$ cat config.mk
export PLATFORM = sky130hd
export DESIGN_NAME = signer_bitmap_base2_base3_decoder
export DESIGN_NICKNAME = d
export VERILOG_FILES = /design/src/hdl/sbd_pkg.sv /design/src/hdl/sbd_decode.sv /design/src/hdl/sbd_result_fifo.sv /design/src/hdl/signer_bitmap_base2_base3_decoder.sv
export SDC_FILE = /design/constraint.sdc
export NUM_CORES = 1
export LEC_CHECK = 0
export BUFFER_PORTS_ARGS = -buffer_cell sky130_fd_sc_hd__buf_2
export CORE_MARGIN = 3
export CORE_UTILIZATION = 35
export CTS_BUF_LIST = sky130_fd_sc_hd__clkbuf_2
export DETAILED_ROUTE_END_ITERATION = 8
export GPL_ROUTABILITY_DRIVEN = 0
export PLACE_DENSITY = 0.56
export SYNTH_ARGS = -nofsm -noshare
export SYNTH_HDL_FRONTEND = slang
export SYNTH_SLANG_ARGS = --single-unit
$ cat constraint.sdc
create_clock -name clk -period 49.3 [get_ports clk]
set_clock_uncertainty 0.05 [all_clocks]
set_input_delay 4.93 -clock clk [delete_from_list [all_inputs] [get_ports clk]]
set_output_delay 4.93 -clock clk [all_outputs]
set_load 0.01 [all_outputs]
$ cat src/hdl/sbd_pkg.sv
// Shared types, codes and helpers for the signer bitmap decoder.
// No dependencies; imported by every module of the decoder.
`default_nettype none

package sbd_pkg;

  // Field widths fixed by the result format
  localparam int unsigned BYTE_W  = 8;
  localparam int unsigned CNT_W   = 16;  // header rank count
  localparam int unsigned CMP_W   = CNT_W + 1;
  localparam int unsigned FIRST_W = 11;  // first_rank port
  localparam int unsigned RCNT_W  = 12;  // rank_count port
  localparam int unsigned TRITS   = 5;   // ternary digits per byte

  // Result queue depth
  localparam int unsigned QDEPTH  = 8;
  localparam int unsigned QPTR_W  = $clog2(QDEPTH);
  localparam int unsigned QCNT_W  = $clog2(QDEPTH + 1);

  // Header position codes
  localparam logic [1:0] HDR_VER    = 2'd0;
  localparam logic [1:0] HDR_CNT_LO = 2'd1;
  localparam logic [1:0] HDR_CNT_HI = 2'd2;
  localparam logic [1:0] HDR_DONE   = 2'd3;

  // Version byte codes
  localparam logic [7:0] VER_BASE2 = 8'd0;
  localparam logic [7:0] VER_BASE3 = 8'd1;

  // Result kinds
  localparam logic KIND_SLICE  = 1'b0;
  localparam logic KIND_STATUS = 1'b1;

  // Rank advance per payload byte
  localparam int unsigned STEP_BASE2 = 8;
  localparam int unsigned STEP_BASE3 = 5;

  typedef enum logic [1:0] {
    ST_OK        = 2'd0,
    ST_TRUNC     = 2'd1,
    ST_UNSUP     = 2'd2,
    ST_MALFORMED = 2'd3
  } status_t;

  typedef struct packed {
    logic               item_kind;
    logic [FIRST_W-1:0] first_rank;
    logic [7:0]         base_mask;
    logic [7:0]         fallback_mask;
    logic [RCNT_W-1:0]  rank_count;
    status_t            status;
    logic               final_result;
  } res_t;

  // What the decoder hands to the result queue each cycle
  typedef struct packed {
    logic [1:0] num;     // results written this cycle, 0..2
    res_t       first;
    res_t       second;
  } push_t;

  typedef struct packed {
    logic [TRITS-1:0] base;
    logic [TRITS-1:0] fallback;
  } tern_t;

  // Split a byte into five base-3 digits, low digit first.
  // Divide by 3 is done as (d * 171) >> 9, exact for d < 256.
  function automatic tern_t trit_split(input logic [7:0] b);
    logic [7:0]  d;
    logic [16:0] prod;
    logic [7:0]  q;
    logic [1:0]  r;
    tern_t       t;
    d = b;
    t = '0;
    for (int i = 0; i < TRITS; i++) begin
      prod = 17'(d) * 17'd171;
      q    = 8'(prod >> 9);
      r    = 2'(d - 8'(q * 8'd3));
      t.base[i]     = (r == 2'd1);
      t.fallback[i] = (r == 2'd2);
      d = q;
    end
    return t;
  endfunction

endpackage

`default_nettype wire

$ cat src/hdl/sbd_decode.sv
// Input register, header/rank state and per-byte decode for the bitmap decoder.
// Depends on sbd_pkg. Emits up to two results per byte toward the result queue.
`default_nettype none

module sbd_decode
  import sbd_pkg::*;
#(
  parameter int unsigned MAX_RANKS = 2048
) (
  input  wire logic             clk,
  input  wire logic             rst_n,
  input  wire logic             in_take,
  input  wire logic [BYTE_W-1:0] in_byte,
  input  wire logic             in_eos,
  input  wire logic             allow_two_sets,
  output logic                  stage_valid,
  output push_t                 push
);

  localparam int unsigned RANK_W = $clog2(MAX_RANKS + STEP_BASE2);

  // Input stage
  logic              sv_r;
  logic [BYTE_W-1:0] byte_r;
  logic              eos_r;

  always_ff @(posedge clk) begin
    if (!rst_n) begin
      sv_r <= 1'b0;
    end else begin
      sv_r <= in_take;
    end
  end

  always_ff @(posedge clk) begin
    if (in_take) begin
      byte_r <= in_byte;
      eos_r  <= in_eos;
    end
  end

  assign stage_valid = sv_r;

  // Bitmap state
  logic [1:0]        pos_r, pos_step, pos_nxt;
  logic              tern_r, tern_step, tern_nxt;
  status_t           err_r, err_step, err_nxt;
  logic [CNT_W-1:0]  cnt_r, cnt_step, cnt_nxt;
  logic [RANK_W-1:0] nr_r, nr_step, nr_nxt;

  // Slice decode
  logic              slice_go;
  logic [CMP_W-1:0]  left;
  logic [7:0]        keep;
  tern_t             trits;
  logic [7:0]        bm, fm;
  res_t              slice_res, stat_res;
  status_t           st;
  logic [RCNT_W-1:0] rc;

  assign slice_go = sv_r && (pos_r == HDR_DONE) && (err_r == ST_OK) &&
                    (cnt_r <= CNT_W'(MAX_RANKS)) && (CMP_W'(nr_r) < CMP_W'(cnt_r));

  assign left  = CMP_W'(cnt_r) - CMP_W'(nr_r);
  assign trits = trit_split(byte_r);

  // Lanes at or beyond the rank count are masked off
  always_comb begin
    for (int i = 0; i < 8; i++) begin
      keep[i] = (left > CMP_W'(i));
    end
  end

  always_comb begin
    if (tern_r) begin
      bm = {3'b000, trits.base & keep[TRITS-1:0]};
      fm = {3'b000, trits.fallback & keep[TRITS-1:0]};
    end else begin
      bm = byte_r & keep;
      fm = 8'h00;
    end
  end

  // Header parsing and rank advance
  always_comb begin
    pos_step  = pos_r;
    tern_step = tern_r;
    err_step  = err_r;
    cnt_step  = cnt_r;
    nr_step   = nr_r;
    if (sv_r) begin
      unique case (pos_r)
        HDR_VER: begin
          pos_step = HDR_CNT_LO;
          if (byte_r == VER_BASE2) begin
            tern_step = 1'b0;
          end else if (allow_two_sets && byte_r == VER_BASE3) begin
            tern_step = 1'b1;
          end else begin
            tern_step = 1'b0;
            err_step  = allow_two_sets ? ST_MALFORMED : ST_UNSUP;
          end
        end
        HDR_CNT_LO: begin
          pos_step = HDR_CNT_HI;
          cnt_step = {8'h00, byte_r};
        end
        HDR_CNT_HI: begin
          pos_step = HDR_DONE;
          cnt_step = {byte_r, cnt_r[7:0]};
        end
        HDR_DONE: begin
          if (slice_go) begin
            nr_step = nr_r + (tern_r ? RANK_W'(STEP_BASE3) : RANK_W'(STEP_BASE2));
          end
        end
        default: begin
          pos_step = pos_r;
        end
      endcase
    end
  end

  // End of stream returns everything to reset
  always_comb begin
    if (sv_r && eos_r) begin
      pos_nxt  = HDR_VER;
      tern_nxt = 1'b0;
      err_nxt  = ST_OK;
      cnt_nxt  = '0;
      nr_nxt   = '0;
    end else begin
      pos_nxt  = pos_step;
      tern_nxt = tern_step;
      err_nxt  = err_step;
      cnt_nxt  = cnt_step;
      nr_nxt   = nr_step;
    end
  end

  always_ff @(posedge clk) begin
    if (!rst_n) begin
      pos_r  <= HDR_VER;
      tern_r <= 1'b0;
      err_r  <= ST_OK;
      cnt_r  <= '0;
      nr_r   <= '0;
    end else begin
      pos_r  <= pos_nxt;
      tern_r <= tern_nxt;
      err_r  <= err_nxt;
      cnt_r  <= cnt_nxt;
      nr_r   <= nr_nxt;
    end
  end

  // Final status, by precedence, from the state after this byte
  always_comb begin
    rc = '0;
    priority if (pos_step != HDR_DONE) begin
      st = ST_TRUNC;
    end else if (err_step != ST_OK) begin
      st = err_step;
    end else if (cnt_step > CNT_W'(MAX_RANKS)) begin
      st = ST_MALFORMED;
    end else begin
      rc = RCNT_W'(cnt_step);
      st = (CMP_W'(nr_step) < CMP_W'(cnt_step)) ? ST_TRUNC : ST_OK;
    end
  end

  always_comb begin
    slice_res               = '0;
    slice_res.item_kind     = KIND_SLICE;
    slice_res.first_rank    = FIRST_W'(nr_r);
    slice_res.base_mask     = bm;
    slice_res.fallback_mask = fm;
    slice_res.status        = ST_OK;

    stat_res                = '0;
    stat_res.item_kind      = KIND_STATUS;
    stat_res.rank_count     = rc;
    stat_res.status         = st;
    stat_res.final_result   = 1'b1;
  end

  // Slice goes first, status after it
  always_comb begin
    push.num    = 2'(slice_go) + 2'(sv_r && eos_r);
    push.first  = slice_go ? slice_res : stat_res;
    push.second = stat_res;
  end

  // Two results only when a slice is followed by the closing status
  a_two_means_slice_then_status: assert property (
    @(posedge clk) disable iff (!rst_n)
    (push.num == 2'd2) |-> (push.first.item_kind == KIND_SLICE && eos_r)
  ) else $error("two results without a slice followed by status");

  // A closing byte leaves the decoder ready for a new header
  a_eos_clears_state: assert property (
    @(posedge clk) disable iff (!rst_n)
    (sv_r && eos_r) |=> (pos_r == HDR_VER && nr_r == '0 && err_r == ST_OK)
  ) else $error("state not cleared after end of stream");

endmodule

`default_nettype wire

$ cat src/hdl/sbd_result_fifo.sv
// Result queue for the bitmap decoder: up to two writes, one read per cycle.
// Depends on sbd_pkg for the result type and depth.
`default_nettype none

module sbd_result_fifo
  import sbd_pkg::*;
(
  input  wire logic        clk,
  input  wire logic        rst_n,
  input  wire push_t       push,
  input  wire logic        pop,
  output logic             not_empty,
  output logic [QCNT_W-1:0] fill,
  output res_t             head
);

  res_t              mem [QDEPTH];
  logic [QPTR_W-1:0] wr_r, wr_nxt;
  logic [QPTR_W-1:0] rd_r, rd_nxt;
  logic [QCNT_W-1:0] cnt_r, cnt_nxt;
  logic              do_pop;

  assign do_pop    = pop && (cnt_r != '0);
  assign not_empty = (cnt_r != '0);
  assign fill      = cnt_r;
  assign head      = mem[rd_r];

  // Storage writes
  always_ff @(posedge clk) begin
    if (push.num != 2'd0) begin
      mem[wr_r] <= push.first;
    end
    if (push.num == 2'd2) begin
      mem[wr_r + QPTR_W'(1)] <= push.second;
    end
  end

  // Pointers and fill count
  always_comb begin
    wr_nxt  = wr_r + QPTR_W'(push.num);
    rd_nxt  = rd_r + QPTR_W'(do_pop);
    cnt_nxt = cnt_r + QCNT_W'(push.num) - QCNT_W'(do_pop);
  end

  always_ff @(posedge clk) begin
    if (!rst_n) begin
      wr_r  <= '0;
      rd_r  <= '0;
      cnt_r <= '0;
    end else begin
      wr_r  <= wr_nxt;
      rd_r  <= rd_nxt;
      cnt_r <= cnt_nxt;
    end
  end

  // Writer never overruns the queue
  a_no_overflow: assert property (
    @(posedge clk) disable iff (!rst_n)
    (QCNT_W'(push.num) <= QCNT_W'(QDEPTH) - cnt_r)
  ) else $error("result queue overflow");

  // Pointer distance agrees with the fill count
  a_ptrs_track_count: assert property (
    @(posedge clk) disable iff (!rst_n)
    (QPTR_W'(wr_r - rd_r) == QPTR_W'(cnt_r))
  ) else $error("queue pointers disagree with count");

endmodule

`default_nettype wire

$ cat src/hdl/signer_bitmap_base2_base3_decoder.sv
// Signer bitmap decoder: accepts one bitmap byte per cycle while in_ready is
// high and streams back a mask slice per payload byte within the rank count
// plus a status at end of stream. The input byte is registered, decoded in the
// next cycle and written into an 8-entry result queue, from which its results
// are taken. Sustained rate is one byte per cycle while out_ready stays high
// and each byte gives at most one result; the closing byte may give two
// results, which the queue absorbs and drains one per cycle while out_ready is
// high. in_ready drops when the queue plus the byte in the decode stage could
// hold more than four results. Depends on sbd_pkg, sbd_decode, sbd_result_fifo.
`default_nettype none

module signer_bitmap_base2_base3_decoder
  import sbd_pkg::*;
#(
  parameter int unsigned MAX_RANKS = 2048
) (
  input  wire logic               clk,
  input  wire logic               rst_n,
  // Configuration
  input  wire logic               cfg_wr_en,
  input  wire logic               cfg_wr_data,
  // Input channel
  input  wire logic               in_valid,
  output logic                    in_ready,
  input  wire logic [BYTE_W-1:0]  in_data_byte,
  input  wire logic               in_end_of_stream,
  // Result channel
  output logic                    out_valid,
  input  wire logic               out_ready,
  output logic                    out_item_kind,
  output logic [FIRST_W-1:0]      out_first_rank,
  output logic [7:0]              out_base_mask,
  output logic [7:0]              out_fallback_mask,
  output logic [RCNT_W-1:0]       out_rank_count,
  output logic [1:0]              out_status,
  output logic                    out_final_result
);

  logic              allow_r;
  logic              stage_valid;
  logic              in_take;
  push_t             push;
  logic [QCNT_W-1:0] fill;
  logic [QCNT_W:0]   committed;
  res_t              head;

  // allow_two_sets register, reset to accepting Base3
  always_ff @(posedge clk) begin
    if (!rst_n) begin
      allow_r <= 1'b1;
    end else if (cfg_wr_en) begin
      allow_r <= cfg_wr_data;
    end
  end

  // Room for two results from the staged byte and two from the new one
  assign committed = (QCNT_W + 1)'(fill) + (stage_valid ? (QCNT_W + 1)'(2) : '0);
  assign in_ready  = (committed <= (QCNT_W + 1)'(QDEPTH - 4));
  assign in_take   = in_valid && in_ready;

  sbd_decode #(
    .MAX_RANKS (MAX_RANKS)
  ) u_decode (
    .clk            (clk),
    .rst_n          (rst_n),
    .in_take        (in_take),
    .in_byte        (in_data_byte),
    .in_eos         (in_end_of_stream),
    .allow_two_sets (allow_r),
    .stage_valid    (stage_valid),
    .push           (push)
  );

  sbd_result_fifo u_fifo (
    .clk       (clk),
    .rst_n     (rst_n),
    .push      (push),
    .pop       (out_ready),
    .not_empty (out_valid),
    .fill      (fill),
    .head      (head)
  );

  // Result fields from the queue head
  assign out_item_kind     = head.item_kind;
  assign out_first_rank    = head.first_rank;
  assign out_base_mask     = head.base_mask;
  assign out_fallback_mask = head.fallback_mask;
  assign out_rank_count    = head.rank_count;
  assign out_status        = head.status;
  assign out_final_result  = head.final_result;

endmodule

`default_nettype wire

==> results.toml <==
[cells_and_area]
final_nets = 2299
drive_above_1_share_pct = 17.8
area_delta_synth_final_pct = 8.45

[status]
run_status = "finished, final reports clean"

[floorplan]
die_x_um = 247
core_area_mm2 = 0.0570
die_h_um = 247
dieArea_mm2 = 0.0612
ios = 60
initial_utilization_pct = 35.7
placementRows = 87

[routing]
routed_wl_um = 54700
vias = 15300
drc_errors = 0
ant_nets = 0
drt_pass1_iterations = 5
drt_iter0_drc = 1109
viasPerCell = 5.32
wire_per_inst_um = 19.0

[clock_tree]
cts_sinks = 366
clk-insertion-delay-late_ns = 1.04
clk_pin_slew_ns = 0.10
ctsResizeCount = 0
ctsHoldBuffers = 0
clockBufferDepth = 3
post_cts_buffers = 0
cts_root_buffer = "clkbuf_2"
h-tree-depth = 3
cts_tree = "built"
cts_buffers = 92

[global_routing]
antenna_found_initial = 2
grt_max_degree = 59
overflow = 0
grt_pass1_vias = 15600
grtUsageTotal_pct = 18.1
grt_pass1_wl_um = 85900

[setup_path]
crit_path_start_kind = "register"
cp.required_ns = 50.20
cp.arrival_ns = 19.56
ff2ff_setup_slack_ns = 30.64
max_stage_delay_ns = 0.60
path_class = "reg2reg"
crit_path_end_kind = "register"
crit_fanout = 12
critical_path_buf_inv_count = 8
cpLargestDelayFamily = "adder cells"
path_common_cell = "ha_1"
cp_slowest_cell = "edfxtp_1"

[timing]
worstMarginPinSlew_ns = 1.21
period_needed_ns = 18.66
fmax_ghz = 0.0536
tns_ns = 0
slew_viol_final = 0
finalCritPeriodShare_pct = 37.9
slew_headroom_pct = 19.4
hold_violations = 0
rsz0062_at_grt = "no"
setup_viol = 0

[yosys]
synth_top_family_by_area = "adder cells"
synth.area.top_cells = "dfxtp_1 (24%), edfxtp_1 (18%), ha_1 (11%), mux4_2 (8.6%), o21ai_0 (4.9%)"
yosys.area_share.simple_pct = 14.5
synth-seq-cells = 366
synth_top_area_share_pct = 24.1
synthAdderAreaFrac_pct = 14.9
synth_largest_area_cell = "dfxtp_1"
ys_top_cells_by_count = "dfxtp_1 (245), o21ai_0 (199), nor2_1 (193), ha_1 (186), nand3_1 (174)"
synth_mux_area_share_pct = 11.0
synth_ff_type = "dfxtp_1"
synth_xor_area_share_pct = 2.36
synthArstFlopShare_pct = 0
synthCells = 2007
ys_types = 68
synth_area_mm2 = 0.0204
yosysMostFrequentCell = "dfxtp_1"
synth_edf_count = 121
ys_seq_area_share_pct = 41.9
ys_warn_count = 0
synth_compound_area_share_pct = 10.6
syn_avg_cell_area_um2 = 10.2

[place]
hpwl_um = 35800
numPortBuffers = 56

[min_path]
hp-class = "reg2reg"

[job]
maxCapViolCount = 0
layout make-up:
| cell class | instances | area [µm²] |
|---|---|---|
| Clock inverter | 17 | 115 |
| Tap cell | 756 | 946 |
| Multi-Input combinational cell | 1396 | 10900 |
| Timing Repair Buffer | 72 | 400 |
| Fill cell | 5697 | 34900 |
| Antenna cell | 1 | 2.50 |
| Inverter | 135 | 507 |
| Sequential cell | 366 | 8550 |
| Clock buffer | 135 | 676 |
path summary, 6_finish.rpt:
check,startpoint,end,depth (start not counted)
setup / recovery,u_decode.byte_r[1],u_fifo.mem[3][27],73
hold reg to reg,u_fifo.mem[2][0],u_fifo.mem[2][0],2
hold / removal,u_fifo.mem[2][0],u_fifo.mem[2][0],2
setup reg to reg,u_decode.byte_r[1],u_fifo.mem[3][27],73
cell families (layout without fill, tap and decap cells):
| kind of cell | after synthesis | after routing |
|---|---|---|
| AO/OA/AOI/OAI | 363 | 363 |
| flip-flops | 366 | 366 |
| other | 1 | 4 |
| multiplexers | 122 | 122 |
| AND/OR/NAND/NOR | 632 | 632 |
| XOR/XNOR | 55 | 55 |
| adder cells (fa/ha/maj) | 221 | 221 |
| buffers and inverters | 247 | 359 |
sequential cells by signal (all words and copies together) (netlist names):
| signal | count |
|---|---|
| u_fifo.mem | 312 |
| u_decode.pos_r | 2 |
| u_decode.tern_r | 1 |
| u_fifo.rd_r | 3 |
| u_fifo.fill | 4 |
| u_decode.stage_valid | 1 |
| allow_r | 1 |
| u_decode.byte_r | 8 |
| u_decode.nr_r | 12 |
| u_decode.eos_r | 1 |
| u_decode.err_r | 2 |
| u_fifo.wr_r | 3 |
| u_decode.cnt_r | 16 |
cell usage in the layout, fill, tap and decap left out, drive strengths merged, types with 13 or more instances in the layout:
master / netlist / routed
mux4: 78 / 78
clkbuf: 92 / 135
clkinv: 1 / 13
dfxtp: 245 / 245
a21o: 20 / 20
nand4: 15 / 15
o21ai: 207 / 207
xor2: 17 / 17
ha: 186 / 186
nor3: 20 / 20
nor2b: 25 / 25
nor4: 13 / 13
fa: 35 / 35
nand2b: 13 / 13
nand2: 126 / 126
mux2: 41 / 41
nor2: 193 / 193
xnor2: 38 / 38
inv: 134 / 137
a21oi: 54 / 54
and2: 16 / 16
edfxtp: 121 / 121
nand3: 174 / 174
buf: 20 / 72
through the flow:
step                      utilization (%)  instances  cell area, µm²  hold WS (ns)  setup slack (ns)
after floorplan                         -       2009           20400         0.368             32.22
after global placement               37.4       2725           21300         0.378             31.18
after detailed placement             37.4       2725           21300         0.380             30.63
after CTS                            38.7       2877           22100         0.395             30.53
after global routing                 38.8       2878           22100         0.415             29.09
final                                38.8       2878           22100         0.395             30.64
worst reg2reg max path, delay by kind of cell (launching register included):
kind,cells,cell delay (ns)
xor gates and xnor gates,8,1.76
AOI/OAI and AO/OA,27,5.12
DFF,1,0.60
buffers and inverters,8,0.49
adders and majority gates,23,8.80
and+or+nand+nor,7,1.81
layer usage:
metal / global-route usage [%] / part of all wire, % / vias to the layer above
met5: 0 / 0.018 / -
met4: 5.72 / 2.3 / 2
met3: 3.64 / 5.8 / 103
met2: 29.6 / 47 / 427
met1: 24.1 / 45 / 7454
li1: - / - / 7312
Power is not shown: default switching activity piles up to over one toggle a cycle in this logic, so the estimate is an artifact.
